<file path="config.mk">
export PLATFORM = sky130hd
export DESIGN_NAME = qbz_ctrl
export DESIGN_NICKNAME = d
export VERILOG_FILES = /design/src/hw/rtl/qbz_pkg.sv /design/src/hw/rtl/qbz_ctrl.sv
export SDC_FILE = /design/constraint.sdc
export NUM_CORES = 1
export LEC_CHECK = 0
export BUFFER_PORTS_ARGS = -buffer_cell sky130_fd_sc_hd__buf_2
export CAP_MARGIN = 20
export CELL_PAD_IN_SITES_DETAIL_PLACEMENT = 1
export CELL_PAD_IN_SITES_GLOBAL_PLACEMENT = 1
export CORE_AREA = 5 5 42 44
export DETAILED_ROUTE_END_ITERATION = 7
export DIE_AREA = 0 0 47 49
export PLACE_DENSITY = 0.53
export SYNTH_ARGS = -nofsm -noshare
export SYNTH_HDL_FRONTEND = slang
export SYNTH_SLANG_ARGS = --single-unit
</file>
<file path="constraint.sdc">
create_clock -name clk -period 3.7 [get_ports clk]
set_clock_uncertainty 0.15 [all_clocks]
set_input_delay 0.185 -clock clk [delete_from_list [all_inputs] [get_ports clk]]
set_output_delay 0.185 -clock clk [all_outputs]
set_load 0.005 [all_outputs]
</file>
<file path="src/hw/rtl/qbz_pkg.sv">
// shared types and constants of the quadratic bezier segment generator
// no dependencies
package qbz_pkg;

	localparam int COORD_W = 32;
	localparam int RES_W   = 7;

	localparam logic [RES_W-1:0]   RES_RESET = 7'd50;
	localparam logic [COORD_W-1:0] SIGN_BIT  = 32'h8000_0000;

	// register select: address bit 2 picks the register word
	localparam logic REG_RESOLUTION = 1'b0;

	typedef enum logic [1:0] {
		ST_IDLE,
		ST_DIV,
		ST_RUN,
		ST_DRAIN
	} qbz_state_t;

	typedef struct packed {
		logic load;
		logic div_step;
		logic seg_step;
	} qbz_cmd_t;

	typedef struct packed {
		logic div_done;
		logic issue_last;
		logic adv;
		logic pipe_empty;
	} qbz_status_t;

endpackage

</file>
<file path="src/hw/rtl/qbz_ctrl.sv">
// controller of the segment generator: sequences load, divide, segment issue and drain
// depends on qbz_pkg
module qbz_ctrl import qbz_pkg::*; (
	input  logic        clk,
	input  logic        arst_n,
	input  logic        in_valid,
	output logic        in_ready,
	input  qbz_status_t status,
	output qbz_cmd_t    cmd
);

	qbz_state_t state_q, state_d;

	always_ff @(posedge clk or negedge arst_n) begin
		if (!arst_n) begin
			state_q <= ST_IDLE;
		end else begin
			state_q <= state_d;
		end
	end

	always_comb begin
		state_d      = state_q;
		in_ready     = 1'b0;
		cmd.load     = 1'b0;
		cmd.div_step = 1'b0;
		cmd.seg_step = 1'b0;
		case (state_q)
			ST_IDLE: begin
				in_ready = 1'b1;
				if (in_valid) begin
					cmd.load = 1'b1;
					state_d  = ST_DIV;
				end
			end
			ST_DIV: begin
				if (status.div_done) begin
					state_d = ST_RUN;
				end else begin
					cmd.div_step = 1'b1;
				end
			end
			ST_RUN: begin
				if (status.adv) begin
					cmd.seg_step = 1'b1;
					if (status.issue_last) begin
						state_d = ST_DRAIN;
					end
				end
			end
			ST_DRAIN: begin
				if (status.pipe_empty) begin
					state_d = ST_IDLE;
				end
			end
			default: begin
				state_d = ST_IDLE;
			end
		endcase
	end

endmodule

</file>
==> impl_metrics.json <==
{
  "clkLatencyLatePin_ns": 0.22,
  "tritoncts": "done",
  "combPwrFrac_pct": 58.0,
  "area_growth_pct": 50.0,
  "largest_reg_flops": 2,
  "critPathLaunchType": "flop",
  "finalSetupViolations": 0,
  "antenna_found_initial": 0,
  "die_area_um2": 2300,
  "syn-num-nets": 31,
  "crit_slowest_cell": "dfrtp_1",
  "grt_pass1_vias": 235,
  "io_pins": 11,
  "worst_pin_slew_ns": 0.377,
  "final_cell_mix": "10 x buf_2, 5 x ha_1, 3 x clkbuf_4",
  "fmax_ghz": 0.534,
  "finalWirelength_um": 526,
  "wl_met3_um": 61,
  "ir_drop_mv": 0.156,
  "seq_area_frac_synth_pct": 24.4,
  "syn_area_um2": 205,
  "slew_headroom_pct": 74.8,
  "ys_types": 11,
  "synthAdderAreaFrac_pct": 30.5,
  "status": "finished, final reports clean",
  "portBuffers": 10,
  "placed_area_um2": 275,
  "rsz0062_at_grt": "false",
  "post_cts_buffers": 0,
  "stdcell_area_um2": 308,
  "yosysWarningCount": 0,
  "rows": 14,
  "cellLeakagePower_nw": 0.165,
  "start_util_pct": 14.6,
  "clock-root-buffer": "clkbuf_4",
  "holdWs_ns": 0.126,
  "drt-met1-wl_um": 168,
  "grt_max_degree": 5,
  "gp_congestion": 0.684,
  "pwr-share-seq_pct": 21.2,
  "fin_nets": 47,
  "die_h_um": 49,
  "worstPathRequired_ns": 3.65,
  "hold_class": "primary input to asynchronous set/reset pin",
  "top_register": "state_q",
  "drtIter0Drc": 0,
  "arrival_ns": 1.82,
  "cp-end-kind": "flop",
  "drive_gt1_share_pct": 48.5,
  "cpPeakStageDelay_ns": 0.39,
  "cts_hold_buffers": 1,
  "largest_registers": "state_q (2)",
  "ys_ff_latch": 2,
  "total_power_mw": 0.225,
  "cp_top_family": "flip-flops",
  "path_cells": "inv_1 > ha_1 > nor2b_1 > a2111oi_2 > mux2_2",
  "fin_tns_setup_ns": 0,
  "intPower_mw": 0.144,
  "vias": 184,
  "grt_use_total_pct": 5.70,
  "wl_met2_um": 295,
  "htreeDepth": 1,
  "clkTransAtPathRegs_ns": 0.03,
  "cts.path.max_buffers": 2,
  "syn-mean-instance-area_um2": 10.8,
  "final_antenna_net_count": 0,
  "p_per_area_nw_per_um2": 733,
  "instances_no_fill": 49,
  "p_clk_share_pct": 20.8,
  "nFillCells": 168,
  "worst-path-buf-inv": 1,
  "cts_resized": 0,
  "synthXorXnorAreaFrac_pct": 0,
  "dr.pass1.iters": 1,
  "cap_violations": 0,
  "yosys.area_share.simple_pct": 23.8,
  "cts_buffers": 3,
  "critPathMaxFanout": 4,
  "avgViaCountPerCell": 3.76,
  "layout_commonest_cell": "buf_2",
  "antennaDiodeCount": 0,
  "grt-ovfl-total": 0,
  "route.detailed.drc": 0,
  "synth_compound_area_share_pct": 12.2,
  "dp.cells": 45,
  "die_w_um": 47,
  "grt_first_pass_wirelength_um": 897,
  "cts_sinks": 2,
  "switching_power_mw": 0.0819,
  "slew_violations": 0,
  "synth_top_family_by_area": "adder cells",
  "p_sw_share_pct": 36.3,
  "core_region_area_um2": 1400,
  "synth.area.mux_share_pct": 5.49,
  "routedWlPerCell_um": 10.7,
  "crit_type": "flop to flop",
  "hold_viol": 0,
  "finalCritPeriodShare_pct": 50.6,
  "layout_min_cycle_time_ns": 1.87,
  "hpwl_um": 474,
  "top_layer": "met3",
  "postSynthCellCount": 19
}
[power by group through the flow]
stage	sequential, mW	combinational [mW]	clock, mW
after floorplan	0.0444	0.0942	0
after global placement	0.0456	0.123	0
after detailed placement	0.0484	0.136	0
after CTS	0.0481	0.137	0.0506
after global routing	0.0507	0.152	0.0514
final	0.0477	0.131	0.0469
[worst reg2reg max path, delay by kind of cell, from the launching register on]
kind	cells	cell delay [ns]
flip-flops	1	0.39
adder cells (fa/ha/maj)	1	0.22
AO/OA/AOI/OAI	1	0.37
multiplexers	1	0.38
buffers and inverters	1	0.10
AND/OR/NAND/NOR	1	0.15
[area by class of cell]
type / count / area (um^2) / area share [%]
Timing Repair Buffer: 11 / 60.1 / 19.5
Multi-Input combinational cell: 15 / 148 / 48.0
Sequential cell: 2 / 50.0 / 16.3
Clock buffer: 3 / 22.5 / 7.32
Inverter: 2 / 7.51 / 2.44
Tap cell: 16 / 20.0 / 6.50
[stage by stage]
stage,util (%),setup slack [ns]
global route,22.0,1.72
finish,22.0,1.83
floorplan,-,1.93
CTS,22.0,1.79
detailed placement,19.6,1.79
global placement,19.6,1.88
[cells by family after synthesis]
kind of cell,count (synthesis)
muxes,1
DFF,2
and+or+nand+nor,7
AOI/OAI and AO/OA,2
adders and majority gates,5
buffers and inverters,2
[Yosys cell counts]
cell / instances / area [um^2]
a2111oi_2: 1 / 15.0
and2_1: 2 / 12.5
dfrtp_1: 2 / 50.1
ha_1: 5 / 62.6
inv_1: 2 / 7.51
mux2_2: 1 / 11.3
nand2_1: 1 / 3.75
nor2b_1: 2 / 12.5
nor2b_4: 1 / 13.8
o32a_1: 1 / 10.0
or3_1: 1 / 6.26
[worst paths after layout]
kind | from | slack [ns] | to | depth (start not counted)
max in group asynchronous | arst_n | 3.18 | state_q[0] | 2
worst min-delay path | arst_n | 0.13 | state_q[1] | 2
worst max register to register | state_q[0] | 1.83 | state_q[1] | 5
worst max-delay path | state_q[0] | 1.83 | state_q[1] | 5
min in group clk | status[2] | 0.28 | state_q[0] | 4
worst min register to register | state_q[1] | 0.43 | state_q[1] | 1
[routing by layer]
metal	vias to the layer above	track usage, %
met5	-	0
met3	0	1.48
li1	92	-
met4	0	6.91
met1	85	4.60
met2	7	9.28
Power figures use the tool's default switching activity.
